<file path="config.mk">
export PLATFORM = sky130hd
export DESIGN_NAME = at_command_line_matcher_top
export DESIGN_NICKNAME = d
export VERILOG_FILES = /design/src/hw/rtl/at_cmd_pkg.sv /design/src/hw/rtl/at_cmd_front.sv /design/src/hw/rtl/at_cmd_queue.sv /design/src/hw/rtl/at_cmd_back.sv /design/src/hw/rtl/at_command_line_matcher_top.sv
export SDC_FILE = /design/constraint.sdc
export NUM_CORES = 1
export LEC_CHECK = 0
export BUFFER_PORTS_ARGS = -buffer_cell sky130_fd_sc_hd__buf_2
export CAP_MARGIN = 5
export CORE_ASPECT_RATIO = 2
export CORE_MARGIN = 3
export CORE_UTILIZATION = 43
export DETAILED_ROUTE_END_ITERATION = 6
export PLACE_DENSITY_LB_ADDON = 0.05
export SLEW_MARGIN = 5
export SYNTH_ARGS = -nofsm -noshare
export SYNTH_HDL_FRONTEND = slang
export SYNTH_SLANG_ARGS = --single-unit
</file>
<file path="constraint.sdc">
create_clock -name clk -period 6.25 [get_ports clk]
set_clock_uncertainty 0.1 [all_clocks]
set_input_delay 0 -clock clk [delete_from_list [all_inputs] [get_ports clk]]
set_output_delay 0 -clock clk [all_outputs]
set_load 0.1 [all_outputs]
</file>
<file path="src/hw/rtl/at_cmd_pkg.sv">
// shared types and constants for the at command line matcher
// keyword text and lengths, result codes, queue sizing; no dependencies
`timescale 1ns / 1ps

package at_cmd_pkg;

	localparam int KW_COUNT       = 8;
	localparam int KW_MAX_LEN     = 8;
	localparam int MAX_LINE_CHARS = 63;
	localparam int QUEUE_DEPTH    = 2;

	localparam logic [7:0] CHAR_CR = 8'd13;
	localparam logic [7:0] CHAR_LF = 8'd10;

	typedef enum logic [3:0] {
		CMD_FWD     = 4'd0,
		CMD_LEFT    = 4'd1,
		CMD_RIGHT   = 4'd2,
		CMD_STOP    = 4'd3,
		CMD_MAN     = 4'd4,
		CMD_RST     = 4'd5,
		CMD_GET     = 4'd6,
		CMD_SAVE    = 4'd7,
		CMD_UNKNOWN = 4'd8
	} cmd_code_t;

	// one bit per keyword: line ended matching that keyword exactly
	typedef logic [KW_COUNT-1:0] kw_hit_t;

	typedef struct packed {
		logic full;
		logic empty;
	} queue_status_t;

	localparam logic [7:0] KW_TEXT [KW_COUNT][KW_MAX_LEN] = '{
		'{8'h41, 8'h54, 8'h2B, 8'h46, 8'h57, 8'h44, 8'h00, 8'h00},
		'{8'h41, 8'h54, 8'h2B, 8'h4C, 8'h45, 8'h46, 8'h54, 8'h00},
		'{8'h41, 8'h54, 8'h2B, 8'h52, 8'h49, 8'h47, 8'h48, 8'h54},
		'{8'h41, 8'h54, 8'h2B, 8'h53, 8'h54, 8'h4F, 8'h50, 8'h00},
		'{8'h41, 8'h54, 8'h2B, 8'h4D, 8'h41, 8'h4E, 8'h00, 8'h00},
		'{8'h41, 8'h54, 8'h2B, 8'h52, 8'h53, 8'h54, 8'h00, 8'h00},
		'{8'h41, 8'h54, 8'h2B, 8'h47, 8'h45, 8'h54, 8'h00, 8'h00},
		'{8'h41, 8'h54, 8'h2B, 8'h53, 8'h41, 8'h56, 8'h45, 8'h00}
	};

	localparam logic [3:0] KW_LEN [KW_COUNT] = '{
		4'd6, 4'd7, 4'd8, 4'd7, 4'd6, 4'd6, 4'd6, 4'd7
	};

endpackage

</file>
<file path="src/hw/rtl/at_cmd_front.sv">
// front end: accepts bytes, tracks line length, overflow and keyword match flags
// pushes one hit vector per nonempty line without overflow; uses at_cmd_pkg
`timescale 1ns / 1ps

module at_cmd_front #(
	parameter int MAX_LINE_CHARS = at_cmd_pkg::MAX_LINE_CHARS
) (
	input  logic                  clk,
	input  logic                  arst_n,
	input  logic                  byte_vld,
	input  logic [7:0]            rx_char,
	output logic                  push,
	output at_cmd_pkg::kw_hit_t   push_hit
);

	localparam int LEN_W = $clog2(MAX_LINE_CHARS + 1);

	logic [LEN_W-1:0]    len_q;
	logic                ovf_q;
	at_cmd_pkg::kw_hit_t alive_q;
	at_cmd_pkg::kw_hit_t alive_nxt;
	at_cmd_pkg::kw_hit_t len_hit;
	logic                is_term;
	logic                has_room;

	assign is_term  = (rx_char == at_cmd_pkg::CHAR_CR) || (rx_char == at_cmd_pkg::CHAR_LF);
	assign has_room = len_q < LEN_W'(MAX_LINE_CHARS);

	always_comb begin
		for (int k = 0; k < at_cmd_pkg::KW_COUNT; k++) begin
			len_hit[k]   = len_q == LEN_W'(at_cmd_pkg::KW_LEN[k]);
			// position must lie inside the keyword and carry the same character
			alive_nxt[k] = alive_q[k] && (len_q < LEN_W'(at_cmd_pkg::KW_LEN[k]))
				&& (at_cmd_pkg::KW_TEXT[k][len_q[2:0]] == rx_char);
		end
	end

	assign push     = byte_vld && is_term && (len_q != '0) && !ovf_q;
	assign push_hit = alive_q & len_hit;

	always_ff @(posedge clk or negedge arst_n) begin
		if (!arst_n) begin
			len_q   <= '0;
			ovf_q   <= 1'b0;
			alive_q <= '1;
		end else if (byte_vld) begin
			if (is_term) begin
				len_q   <= '0;
				ovf_q   <= 1'b0;
				alive_q <= '1;
			end else if (has_room) begin
				len_q   <= len_q + LEN_W'(1);
				alive_q <= alive_nxt;
			end else begin
				ovf_q <= 1'b1;
			end
		end
	end

	// overflow can only be set once the line is full
	a_ovf_full: assert property (@(posedge clk) disable iff (!arst_n)
		ovf_q |-> (len_q == LEN_W'(MAX_LINE_CHARS)))
		else $error("overflow set below full line");

	// at most one keyword can match a line exactly
	a_hit_onehot: assert property (@(posedge clk) disable iff (!arst_n)
		push |-> $onehot0(push_hit))
		else $error("several keywords hit");

endmodule

</file>
<file path="src/hw/rtl/at_cmd_queue.sv">
// two-entry queue of per-line hit vectors between front and back end
// uses at_cmd_pkg
`timescale 1ns / 1ps

module at_cmd_queue (
	input  logic                      clk,
	input  logic                      arst_n,
	input  logic                      push,
	input  at_cmd_pkg::kw_hit_t       push_hit,
	input  logic                      pop,
	output at_cmd_pkg::kw_hit_t       pop_hit,
	output at_cmd_pkg::queue_status_t status
);

	localparam int PTR_W = $clog2(at_cmd_pkg::QUEUE_DEPTH);
	localparam int CNT_W = $clog2(at_cmd_pkg::QUEUE_DEPTH + 1);

	at_cmd_pkg::kw_hit_t entry_q [at_cmd_pkg::QUEUE_DEPTH];
	logic [PTR_W-1:0]    wr_ptr_q;
	logic [PTR_W-1:0]    rd_ptr_q;
	logic [CNT_W-1:0]    cnt_q;
	logic                do_push;
	logic                do_pop;

	assign status.full  = cnt_q == CNT_W'(at_cmd_pkg::QUEUE_DEPTH);
	assign status.empty = cnt_q == '0;
	assign do_push      = push && !status.full;
	assign do_pop       = pop && !status.empty;
	assign pop_hit      = entry_q[rd_ptr_q];

	always_ff @(posedge clk) begin
		if (do_push) begin
			entry_q[wr_ptr_q] <= push_hit;
		end
	end

	always_ff @(posedge clk or negedge arst_n) begin
		if (!arst_n) begin
			wr_ptr_q <= '0;
			rd_ptr_q <= '0;
			cnt_q    <= '0;
		end else begin
			if (do_push) begin
				wr_ptr_q <= (wr_ptr_q == PTR_W'(at_cmd_pkg::QUEUE_DEPTH - 1)) ? '0
					: wr_ptr_q + PTR_W'(1);
			end
			if (do_pop) begin
				rd_ptr_q <= (rd_ptr_q == PTR_W'(at_cmd_pkg::QUEUE_DEPTH - 1)) ? '0
					: rd_ptr_q + PTR_W'(1);
			end
			cnt_q <= cnt_q + CNT_W'(do_push) - CNT_W'(do_pop);
		end
	end

	a_no_lost_push: assert property (@(posedge clk) disable iff (!arst_n)
		push |-> !status.full)
		else $error("push into full queue");

	a_cnt_range: assert property (@(posedge clk) disable iff (!arst_n)
		cnt_q <= CNT_W'(at_cmd_pkg::QUEUE_DEPTH))
		else $error("queue count out of range");

endmodule

</file>
<file path="src/hw/rtl/at_cmd_back.sv">
// back end: turns a hit vector into a command code and holds it in the output register
// uses at_cmd_pkg
`timescale 1ns / 1ps

module at_cmd_back (
	input  logic                      clk,
	input  logic                      arst_n,
	input  at_cmd_pkg::kw_hit_t       pop_hit,
	input  at_cmd_pkg::queue_status_t status,
	output logic                      pop,
	input  logic                      out_rdy,
	output logic                      out_vld,
	output logic [3:0]                command_code
);

	at_cmd_pkg::cmd_code_t code;
	logic                  vld_q;
	logic [3:0]            code_q;

	always_comb begin
		code = at_cmd_pkg::CMD_UNKNOWN;
		for (int k = at_cmd_pkg::KW_COUNT - 1; k >= 0; k--) begin
			if (pop_hit[k]) begin
				code = at_cmd_pkg::cmd_code_t'(4'(k));
			end
		end
	end

	assign pop          = !status.empty && (!vld_q || out_rdy);
	assign out_vld      = vld_q;
	assign command_code = code_q;

	always_ff @(posedge clk or negedge arst_n) begin
		if (!arst_n) begin
			vld_q <= 1'b0;
		end else if (!vld_q || out_rdy) begin
			vld_q <= !status.empty;
		end
	end

	always_ff @(posedge clk) begin
		if (pop) begin
			code_q <= code;
		end
	end

	a_code_range: assert property (@(posedge clk) disable iff (!arst_n)
		vld_q |-> (code_q <= 4'(at_cmd_pkg::CMD_UNKNOWN)))
		else $error("command code out of range");

endmodule

</file>
<file path="src/hw/rtl/at_command_line_matcher_top.sv">
// top level of the at command line matcher: front end, queue, back end
// depends on at_cmd_pkg, at_cmd_front, at_cmd_queue, at_cmd_back
//
// channel   dir  tdata                        tuser  tlast
// s_axis    in   [7:0] rx_char                -      -
// m_axis    out  [3:0] command_code, [7:4] 0  -      -
//
// one byte per cycle while s_axis_tready is high; the match update for a byte is done
// in the cycle it is taken; a line end reaches m_axis via queue and output register
// s_axis_tready drops only while the two-entry queue is full
// reset clears line length, overflow, queue state and output valid; sets match flags
`timescale 1ns / 1ps

module at_command_line_matcher_top #(
	parameter int MAX_LINE_CHARS = at_cmd_pkg::MAX_LINE_CHARS
) (
	input  logic       clk,
	input  logic       arst_n,
	input  logic       s_axis_tvalid,
	output logic       s_axis_tready,
	input  logic [7:0] s_axis_tdata,   // [7:0] rx_char
	output logic       m_axis_tvalid,
	input  logic       m_axis_tready,
	output logic [7:0] m_axis_tdata    // [3:0] command_code, [7:4] zero
);

	at_cmd_pkg::kw_hit_t       push_hit;
	at_cmd_pkg::kw_hit_t       pop_hit;
	at_cmd_pkg::queue_status_t status;
	logic                      push;
	logic                      pop;
	logic                      byte_vld;
	logic [3:0]                command_code;

	assign s_axis_tready = !status.full;
	assign byte_vld      = s_axis_tvalid && s_axis_tready;
	assign m_axis_tdata  = {4'b0000, command_code};

	at_cmd_front #(
		.MAX_LINE_CHARS(MAX_LINE_CHARS)
	) u_front (
		.clk      (clk),
		.arst_n   (arst_n),
		.byte_vld (byte_vld),
		.rx_char  (s_axis_tdata),
		.push     (push),
		.push_hit (push_hit)
	);

	at_cmd_queue u_queue (
		.clk      (clk),
		.arst_n   (arst_n),
		.push     (push),
		.push_hit (push_hit),
		.pop      (pop),
		.pop_hit  (pop_hit),
		.status   (status)
	);

	at_cmd_back u_back (
		.clk          (clk),
		.arst_n       (arst_n),
		.pop_hit      (pop_hit),
		.status       (status),
		.pop          (pop),
		.out_rdy      (m_axis_tready),
		.out_vld      (m_axis_tvalid),
		.command_code (command_code)
	);

endmodule
</file>
==> results of run 1 <==
-- per-stage QoR --
| step | hold WS [ns] | power (W) |
|---|---|---|
| 5_1_grt | 0.108 | 0.00150 |
| 2_1_floorplan | -0.396 | 0.000987 |
| 3_5_place_dp | -0.108 | 0.00112 |
| 6_report | 0.0887 | 0.00142 |
| 4_1_cts | 0.0768 | 0.00142 |
| 3_3_place_gp | -0.113 | 0.00113 |
-- worst register-to-register path, delay by kind of cell, from the launching register on --
family | cells | cell delay, ns
buf+inv | 1 | 0.21
fa+ha+maj | 1 | 0.32
simple gates | 2 | 0.77
flops | 1 | 0.77
compound gates | 1 | 0.47
-- flip-flops by register name, indices dropped and copies added (netlist names) --
name	count
u_front.len_q	6
u_back.out_vld	1
u_queue.rd_ptr_q	1
u_queue.entry_q	16
u_front.alive_q	8
u_back.command_code	4
u_front.ovf_q	1
u_queue.cnt_q	2
u_queue.wr_ptr_q	1
-- per-layer routing --
metal / track usage (%) / wire (um) / part of all wire (%) / vias up
met5: 0 / 0 / 0 / -
met4: 14.4 / 440 / 6.3 / 0
met3: 2.25 / 128 / 1.8 / 25
met2: 38.8 / 4070 / 58 / 46
met1: 18.3 / 2350 / 34 / 1060
li1: - / - / - / 1054
-- cells in the mapped netlist, drive strengths merged, types with 2 or more instances --
cell,number
a31oi,3
o21a,2
nand3b,2
xnor2,21
nand2b,7
inv,16
nor2,21
nor3,8
nor3b,2
a2111oi,2
xor2,12
and3,5
o31ai,9
nand3,7
dfrtp,12
dfstp,8
nor2b,6
mux2i,3
buf,22
nor4,7
ha,8
o21bai,2
o32ai,4
a21oi,19
edfxtp,20
nand4,3
o22ai,3
a211o,2
o22a,2
nand2,18
o21ai,8
and2,9
-- area by class of cell --
class	count	area, um2	share of cell area [%]
sequential	40	1110	36.2
timing repair buffer	21	123	4.00
inverter	16	60.1	1.96
clock buffer	5	125	4.08
clock inverter	3	42.5	1.39
tap	86	108	3.51
multi-input combinational	217	1500	48.8
-- kinds of logic after synthesis --
logic type / Yosys count / synth area share [%]
AND/OR/NAND/NOR: 99 / 19.3
AO/OA/AOI/OAI: 70 / 18.7
flip-flops: 40 / 39.8
buffers and inverters: 39 / 7.08
XOR/XNOR: 33 / 10.3
adder cells (fa/ha/maj): 8 / 3.58
multiplexers: 3 / 1.07
other: 1 / 0.134
-- report_power, final --
part	internal, W	switching, W	total (W)
sequential	0.000323	0.0000727	0.000396
combinational	0.000236	0.000494	0.000729
clock	0.000188	0.000105	0.000293
-- worst min path at each step --
| stage | to | cells after the start |
|---|---|---|
| 4_1_cts | u_front.alive_q[6] | 4 |
| 2_1_floorplan | u_back.out_vld | 0 |
| 3_5_place_dp | u_back.out_vld | 1 |
| 3_3_place_gp | u_back.out_vld | 1 |
| 6_report | u_front.alive_q[6] | 4 |
| 5_1_grt | u_front.alive_q[6] | 4 |
==> impl_metrics.py, run 1 <==
metrics = {
    "placed_design": {
        "pre_cts_slack_ns": 3.26,
        "dp_cells": 377,
        "place_congestion": 0.936,
        "post_dp_cell_area_um2": 2870,
        "place_hpwl_um": 5500,
        "port-buffer-count": 17,
    },
    "final_layout": {
        "fin_cells": 388,
        "fill_cells": 648,
        "drive_gt1_share_pct": 13.9,
        "stdcell_area_um2": 3070,
        "layout.nets": 321,
        "most-common-layout-cells": "xnor2_1, nor2_1, edfxtp_1",
        "postLayoutCoreUtil_pct": 48.6,
        "final_common_cell": "xnor2_1",
        "diodes": 0,
        "area_growth_pct": 9.72,
    },
    "setup_path": {
        "cp_cell_sequence": "inv_1, ha_1, nor2b_1, a2111oi_4, nor2b_1",
        "path_delay_family": "flip-flops",
        "cp.required_ns": 6.07,
        "r2r_slack_ns": 3.25,
        "crit_path_start_kind": "flop",
        "r2r_cells": 5,
        "worst-path-stages": 5,
        "critPathBufInv": 1,
        "cp_slowest_cell": "dfrtp_1",
        "max_stage_delay_ns": 0.77,
        "cp_max_fo": 20,
        "path_class": "reg -> reg",
        "worstPathArrival_ns": 2.82,
        "worstSetupStartpoint": "u_front.len_q[0]",
        "cp-endpoint": "u_queue.entry_q[0][5]",
        "end_kind": "flop",
        "rr_endpoint": "u_queue.entry_q[0][5]",
        "r2r_start": "u_front.len_q[0]",
        "cpMostUsedCell": "nor2b_1",
    },
    "die": {
        "fp.dieW_um": 63.0,
        "ioPinCount": 22,
        "coreArea_um2": 6310,
        "std_cell_rows": 41,
        "dieArea_um2": 7560,
        "initial_core_util_pct": 44.3,
        "die_height_um": 120,
    },
    "global_route": {
        "grt_max_degree": 43,
        "antenna_found_initial": 0,
        "grt_use_total_pct": 20.0,
        "overflow": 0,
        "grt_pass1_vias": 2223,
        "grt_pass1_wl_um": 11300,
    },
    "timing": {
        "max_slew_margin_pct": 49.9,
        "post-route-period-util_pct": 48.1,
        "finalMaxSlewViolations": 0,
        "hold_viol": 0,
        "fin_crit_ns": 3.00,
        "worst_slew_pin_slew_ns": 0.748,
        "setup_viol": 0,
        "finalSetupTns_ns": 0,
        "post-route-worst-setup-slack_ns": 3.25,
        "max_freq_mhz": 333,
        "rsz0062_at_grt": "false",
    },
    "routing": {
        "wl_um": 6990,
        "route.vias.total": 2185,
        "drc": 0,
        "viasPerCell": 5.63,
        "wire_per_inst_um": 18.0,
        "ant_nets": 0,
        "drtIter0Drc": 75,
        "dr.pass1.iters": 4,
    },
    "cts": {
        "cts_resized": 0,
        "cts_buffers": 5,
        "cts.sink_count": 40,
        "post_cts_buffers": 0,
        "cts.clk_slew.worst_paths_ns": 0.06,
        "cts_max_level": 2,
        "ctsHoldBuffers": 3,
        "cts_tree": "built",
        "clockRootBuffer": "clkbuf_16",
        "cts.path.max_buffers": 2,
        "insertion_delay_ns": 0.29,
    },
    "synth": {
        "ys_seq_elements": 40,
        "ys_top_cells_by_area": "edfxtp_1, dfrtp_1, dfstp_2",
        "synth_top_area_share_pct": 21.5,
        "netlist_area_um2": 2790,
        "synth_edf_count": 20,
        "synth_top_flop_cell": "edfxtp_1",
        "yosysWarnings": 0,
        "synthCells": 293,
        "yosysSeqAreaShare_pct": 39.8,
        "synthDistinctLibCells": 60,
        "synth_top_cell_by_area": "edfxtp_1",
        "synthArstFlopShare_pct": 50.0,
        "avgSynthCellArea_um2": 9.54,
    },
    "power_and_ir_drop": {
        "p_leak_nw": 1.18,
        "power.density_nw_per_um2": 463,
        "ir_worst_vdd_mv": 0.221,
    },
    "outcome": {
        "status": "completed",
    },
    "run": {
        "drv_cap": 0,
    },
    "worst_hold_path": {
        "hold_class": "in -> reg",
        "hold_start": "s_axis_tdata[1]",
    },
}
No activity file was read; power rests on OpenSTA's default activity.
==> run 2, diff against run 1 <==
clock period = 2.6 ns   (was 6.25 ns; I/O delays follow)
==> run 2 against run 1 <==
  * Total power increased by 140%
  * Global-route usage fell by 0.87 points
  * Largest power group unchanged
  * Sequential power increased by 130%
  * Register-to-register slack worse by 2.9 ns
  * First-iteration DRC count shrank 40%
  * Routed wire length fell by 3.7%
  * Utilization grew 0.81 points
  * Combinational power grew to 2.5 times the previous value
==> impl_metrics.py, run 2 (synthesis results as in run 1) <==
metrics = {
    "outcome": {
        "status": "completed",
    },
    "setup_path": {
        "critPathBufInv": 1,
        "cp.required_ns": 2.44,
        "r2r_cells": 5,
        "path_delay_family": "simple AND/OR/NAND/NOR gates",
        "worst-path-stages": 5,
        "cp_cell_sequence": "inv_1, ha_1, nor2b_1, a2111oi_4, nor2b_2",
        "path_class": "reg -> reg",
        "crit_path_start_kind": "flop",
        "r2r_start": "u_front.len_q[1]",
        "worstSetupStartpoint": "u_front.len_q[1]",
        "worstPathArrival_ns": 2.11,
        "max_stage_delay_ns": 0.46,
        "cp_slowest_cell": "a2111oi_4",
        "cp_max_fo": 8,
        "end_kind": "flop",
    },
    "routing": {
        "route.vias.total": 2172,
        "wire_per_inst_um": 17.1,
        "drc": 0,
        "viasPerCell": 5.50,
        "drtIter0Drc": 45,
        "wl_um": 6740,
        "ant_nets": 0,
        "dr.pass1.iters": 4,
    },
    "timing": {
        "rsz0062_at_grt": "false",
        "setup_viol": 0,
        "fin_crit_ns": 2.27,
        "finalMaxSlewViolations": 0,
        "finalSetupTns_ns": 0,
        "max_freq_mhz": 440,
        "hold_viol": 0,
        "post-route-period-util_pct": 87.4,
    },
    "power_and_ir_drop": {
        "p_int_w": 0.00186,
        "p_switching_w": 0.00159,
        "power_frac_comb_pct": 53.7,
        "pwr-share-seq_pct": 26.4,
        "sw_frac_of_total_pct": 46.1,
        "p_leak_nw": 1.22,
        "power.density_nw_per_um2": 1100,
        "power_w": 0.00344,
        "pwr-share-clk_pct": 20.0,
        "ir_worst_vdd_mv": 0.489,
    },
    "worst_hold_path": {
        "hold_start": "s_axis_tdata[7]",
        "hold-path-cell-count": 4,
        "hold_class": "in -> reg",
    },
    "cts": {
        "cts.clk_slew.worst_paths_ns": 0.06,
        "cts.sink_count": 40,
        "cts_resized": 0,
        "cts_max_level": 2,
        "post_cts_buffers": 0,
        "cts.path.max_buffers": 2,
        "insertion_delay_ns": 0.28,
        "cts_buffers": 5,
        "clockRootBuffer": "clkbuf_16",
        "cts_tree": "built",
    },
    "final_layout": {
        "reg_top3": "u_queue.entry_q x16, u_front.alive_q x8, u_front.len_q x6",
        "layout.nets": 328,
        "largest_reg_flops": 16,
        "area_growth_pct": 11.6,
        "final_common_cell": "xnor2_1",
        "drive_gt1_share_pct": 16.5,
        "top_register": "u_queue.entry_q",
        "fill_cells": 637,
        "diodes": 0,
        "postLayoutCoreUtil_pct": 49.4,
        "most-common-layout-cells": "xnor2_1, nor2_1, edfxtp_1",
    },
    "global_route": {
        "grt_pass1_vias": 2214,
        "grt_max_degree": 21,
        "overflow": 0,
        "grt_use_total_pct": 19.1,
        "antenna_found_initial": 0,
        "grt_pass1_wl_um": 11000,
    },
    "die": {
        "initial_core_util_pct": 44.3,
        "coreArea_um2": 6310,
        "ioPinCount": 22,
        "fp.dieW_um": 63.0,
        "std_cell_rows": 41,
        "dieArea_um2": 7560,
        "die_height_um": 120,
    },
    "placed_design": {
        "place_congestion": 0.892,
        "place_hpwl_um": 5370,
        "port-buffer-count": 17,
    },
    "run": {
        "drv_cap": 0,
    },
}
## run 2: changes by cell type in the layout (fill, tap and decap cells not counted)
| cell | previous run | this run |
|---|---|---|
| nor2b_1 | 6 | 5 |
| dlygate4sd3_1 | 3 | 2 |
| nand2b_1 | 7 | 6 |
| buf_4 | 1 | 9 |
| nand2b_2 | 0 | 1 |
| clkinvlp_4 | 1 | 0 |
| clkbuf_1 | 0 | 1 |
| nor2b_2 | 0 | 1 |
## run 2: worst register-to-register path, cell delays in order, from the launching register on
cell and delay [ns]:
dfrtp_1 0.36, inv_1 0.10, ha_1 0.26, nor2b_1 0.20, a2111oi_4 0.46, nor2b_2 0.45
## run 2: cell type report
cell class                      count  area, um2  share of cell area, %
Sequential cell                    40       1110                   35.6
Clock buffer                        6        129                   4.13
Multi-Input combinational cell    217       1500                   48.2
Clock inverter                      2       35.0                   1.12
Inverter                           16       60.1                   1.93
Tap cell                           86        108                   3.45
Timing Repair Buffer               28        173                   5.54
## run 2: path summary, 6_finish.rpt
path | to | slack (ns)
hold / removal | u_front.alive_q[6] | 0.04
setup reg to reg | u_queue.entry_q[0][6] | 0.33
setup / recovery | u_queue.entry_q[0][6] | 0.33
max in group asynchronous | u_front.alive_q[0] | 1.95
hold reg to reg | u_front.alive_q[3] | 0.39
min in group asynchronous | u_back.out_vld | 0.10
## run 2: repair_timing
item                       4_1_cts  5_1_grt
hold endpoints to repair        21        0
hold buffers                     2        0
setup endpoints to repair        0        0
## run 2: per-stage QoR
stage | hold WS [ns] | setup WS, ns | std cells | cell area (um2)
after floorplan | -0.396 | 0.142 | 296 | 2810
after global placement | -0.116 | 0.360 | 385 | 2930
after detailed placement | -0.111 | 0.352 | 385 | 2930
after CTS | 0.0388 | 0.313 | 395 | 3120
after global routing | 0.0755 | 0.141 | 395 | 3120
final | 0.0435 | 0.328 | 395 | 3120
## run 2: power groups by stage
stage / registers [W] / logic (W) / clock network [W]
CTS: 0.000907 / 0.00186 / 0.000702
global route: 0.000928 / 0.00201 / 0.000729
floorplan: 0.00110 / 0.00127 / 0
global placement: 0.000914 / 0.00185 / 0
detailed placement: 0.000915 / 0.00185 / 0
finish: 0.000907 / 0.00185 / 0.000688
## run 2: metal layers
| layer | vias up | GRT usage, % | part of all wire (%) |
|---|---|---|---|
| li1 | 1072 | - | - |
| met1 | 1039 | 16.9 | 34 |
| met2 | 40 | 38.1 | 59 |
| met3 | 21 | 2.53 | 1.9 |
| met4 | 0 | 12.4 | 5.7 |
| met5 | - | 0 | 0 |
==> run 3, diff against run 2 <==
MAX_ROUTING_LAYER = met4   (was unset)
==> run 3 against run 2 <==
  * Sequential share of layout area unchanged
  * Die area unchanged
  * Global-route usage increased by 0.52 points
  * Count of clock-buffer cells in the layout unchanged
  * Clock power about the same
  * First-iteration DRC count increased by 36%
  * Sequential power about the same
==> impl_metrics.py, run 3 (synthesis results as in run 1) <==
metrics = {
    "outcome": {
        "status": "completed",
    },
    "timing": {
        "finalSetupTns_ns": 0,
        "hold_viol": 0,
        "post-route-period-util_pct": 87.4,
        "setup_viol": 0,
        "finalMaxSlewViolations": 0,
        "max_freq_mhz": 440,
        "fin_crit_ns": 2.27,
        "rsz0062_at_grt": "false",
    },
    "die": {
        "die_height_um": 120,
        "ioPinCount": 22,
        "std_cell_rows": 41,
        "initial_core_util_pct": 44.3,
        "coreArea_um2": 6310,
        "dieArea_um2": 7560,
        "fp.dieW_um": 63.0,
    },
    "power_and_ir_drop": {
        "pwr-share-clk_pct": 19.9,
        "p_switching_w": 0.00159,
        "sw_frac_of_total_pct": 46.1,
        "ir_worst_vdd_mv": 0.489,
        "p_int_w": 0.00186,
        "power_w": 0.00344,
        "pwr-share-seq_pct": 26.4,
        "p_leak_nw": 1.22,
        "power_frac_comb_pct": 53.7,
        "power.density_nw_per_um2": 1100,
    },
    "setup_path": {
        "cp_cell_sequence": "inv_1, ha_1, nor2b_1, a2111oi_4, nor2b_2",
        "end_kind": "flop",
        "cp.required_ns": 2.44,
        "crit_path_start_kind": "flop",
        "max_stage_delay_ns": 0.46,
        "cp_max_fo": 8,
        "worstPathArrival_ns": 2.11,
        "cp_slowest_cell": "a2111oi_4",
        "path_class": "reg -> reg",
    },
    "final_layout": {
        "final_common_cell": "xnor2_1",
        "postLayoutCoreUtil_pct": 49.4,
        "layout.nets": 328,
        "largest_reg_flops": 16,
        "reg_top3": "u_queue.entry_q x16, u_front.alive_q x8, u_front.len_q x6",
        "drive_gt1_share_pct": 16.5,
        "top_register": "u_queue.entry_q",
        "area_growth_pct": 11.6,
        "most-common-layout-cells": "xnor2_1, nor2_1, edfxtp_1",
        "diodes": 0,
    },
    "cts": {
        "insertion_delay_ns": 0.28,
        "cts_tree": "built",
        "cts.path.max_buffers": 2,
        "cts_max_level": 2,
        "cts.clk_slew.worst_paths_ns": 0.06,
        "cts.sink_count": 40,
        "cts_buffers": 5,
        "cts_resized": 0,
        "clockRootBuffer": "clkbuf_16",
    },
    "routing": {
        "wire_per_inst_um": 17.1,
        "wl_um": 6750,
        "dr.pass1.iters": 4,
        "ant_nets": 0,
        "viasPerCell": 5.53,
        "drc": 0,
        "drtIter0Drc": 61,
        "route.vias.total": 2185,
    },
    "global_route": {
        "grt_use_total_pct": 19.6,
        "antenna_found_initial": 0,
        "grt_pass1_vias": 2219,
        "grt_pass1_wl_um": 11000,
        "overflow": 0,
        "grt_max_degree": 21,
    },
    "placed_design": {
        "port-buffer-count": 17,
        "place_congestion": 0.908,
        "place_hpwl_um": 5370,
    },
    "run": {
        "drv_cap": 0,
    },
    "worst_hold_path": {
        "hold_class": "in -> reg",
    },
}
[run 3: final cells by class]
| class | count | area [um2] |
|---|---|---|
| fill | 637 | 3190 |
| multi-input combinational | 217 | 1500 |
| sequential | 40 | 1110 |
| timing repair buffer | 28 | 173 |
| clock buffer | 6 | 129 |
| tap | 86 | 108 |
| inverter | 16 | 60.1 |
| clock inverter | 2 | 35.0 |
[run 3: worst paths after layout]
path | start | slack (ns) | end | depth (start not counted)
min in group asynchronous | arst_n | 0.10 | u_back.out_vld | 2
max in group asynchronous | arst_n | 1.95 | u_front.alive_q[0] | 2
worst max-delay path | u_front.len_q[1] | 0.33 | u_queue.entry_q[0][6] | 5
worst max register to register | u_front.len_q[1] | 0.33 | u_queue.entry_q[0][6] | 5
worst min-delay path | s_axis_tdata[7] | 0.05 | u_front.alive_q[6] | 4
worst min register to register | u_front.alive_q[3] | 0.39 | u_front.alive_q[3] | 2
[run 3: critical path, delay by kind of cell (launching register included)]
kind	cells	cell delay (ns)
adder cells (fa/ha/maj)	1	0.26
buffers and inverters	1	0.10
flip-flops	1	0.36
AND/OR/NAND/NOR	2	0.65
AO/OA/AOI/OAI	1	0.46
[run 3: per-stage QoR]
stage / cells / instance area, um2 / hold WS [ns] / setup slack (ns)
finish: 395 / 3120 / 0.0456 / 0.327
global route: 395 / 3120 / 0.0755 / 0.138
CTS: 395 / 3120 / 0.0388 / 0.313
detailed placement: 385 / 2930 / -0.111 / 0.352
global placement: 385 / 2930 / -0.116 / 0.360
floorplan: 296 / 2810 / -0.396 / 0.142
[run 3: what timing repair did]
action,4_1_cts,5_1_grt
hold buffers,2,0
buffers inserted,0,0
hold endpoints to repair,21,0
[run 3: power by group through the flow]
stage / Clock (W) / Sequential [W] / Combinational, W
global route: 0.000731 / 0.000927 / 0.00201
CTS: 0.000702 / 0.000907 / 0.00186
detailed placement: 0 / 0.000915 / 0.00185
floorplan: 0 / 0.00110 / 0.00127
finish: 0.000687 / 0.000907 / 0.00185
global placement: 0 / 0.000914 / 0.00185
[run 3: layer usage]
| metal | track usage (%) | vias up | part of all wire [%] | routed length (um) |
|---|---|---|---|---|
| met5 | - | - | 0 | 0 |
| met4 | 12.6 | 0 | 6.0 | 406 |
| met3 | 2.53 | 23 | 2.6 | 177 |
| met2 | 37.8 | 59 | 58 | 3930 |
| met1 | 17.2 | 1031 | 33 | 2240 |
| li1 | - | 1072 | - | - |
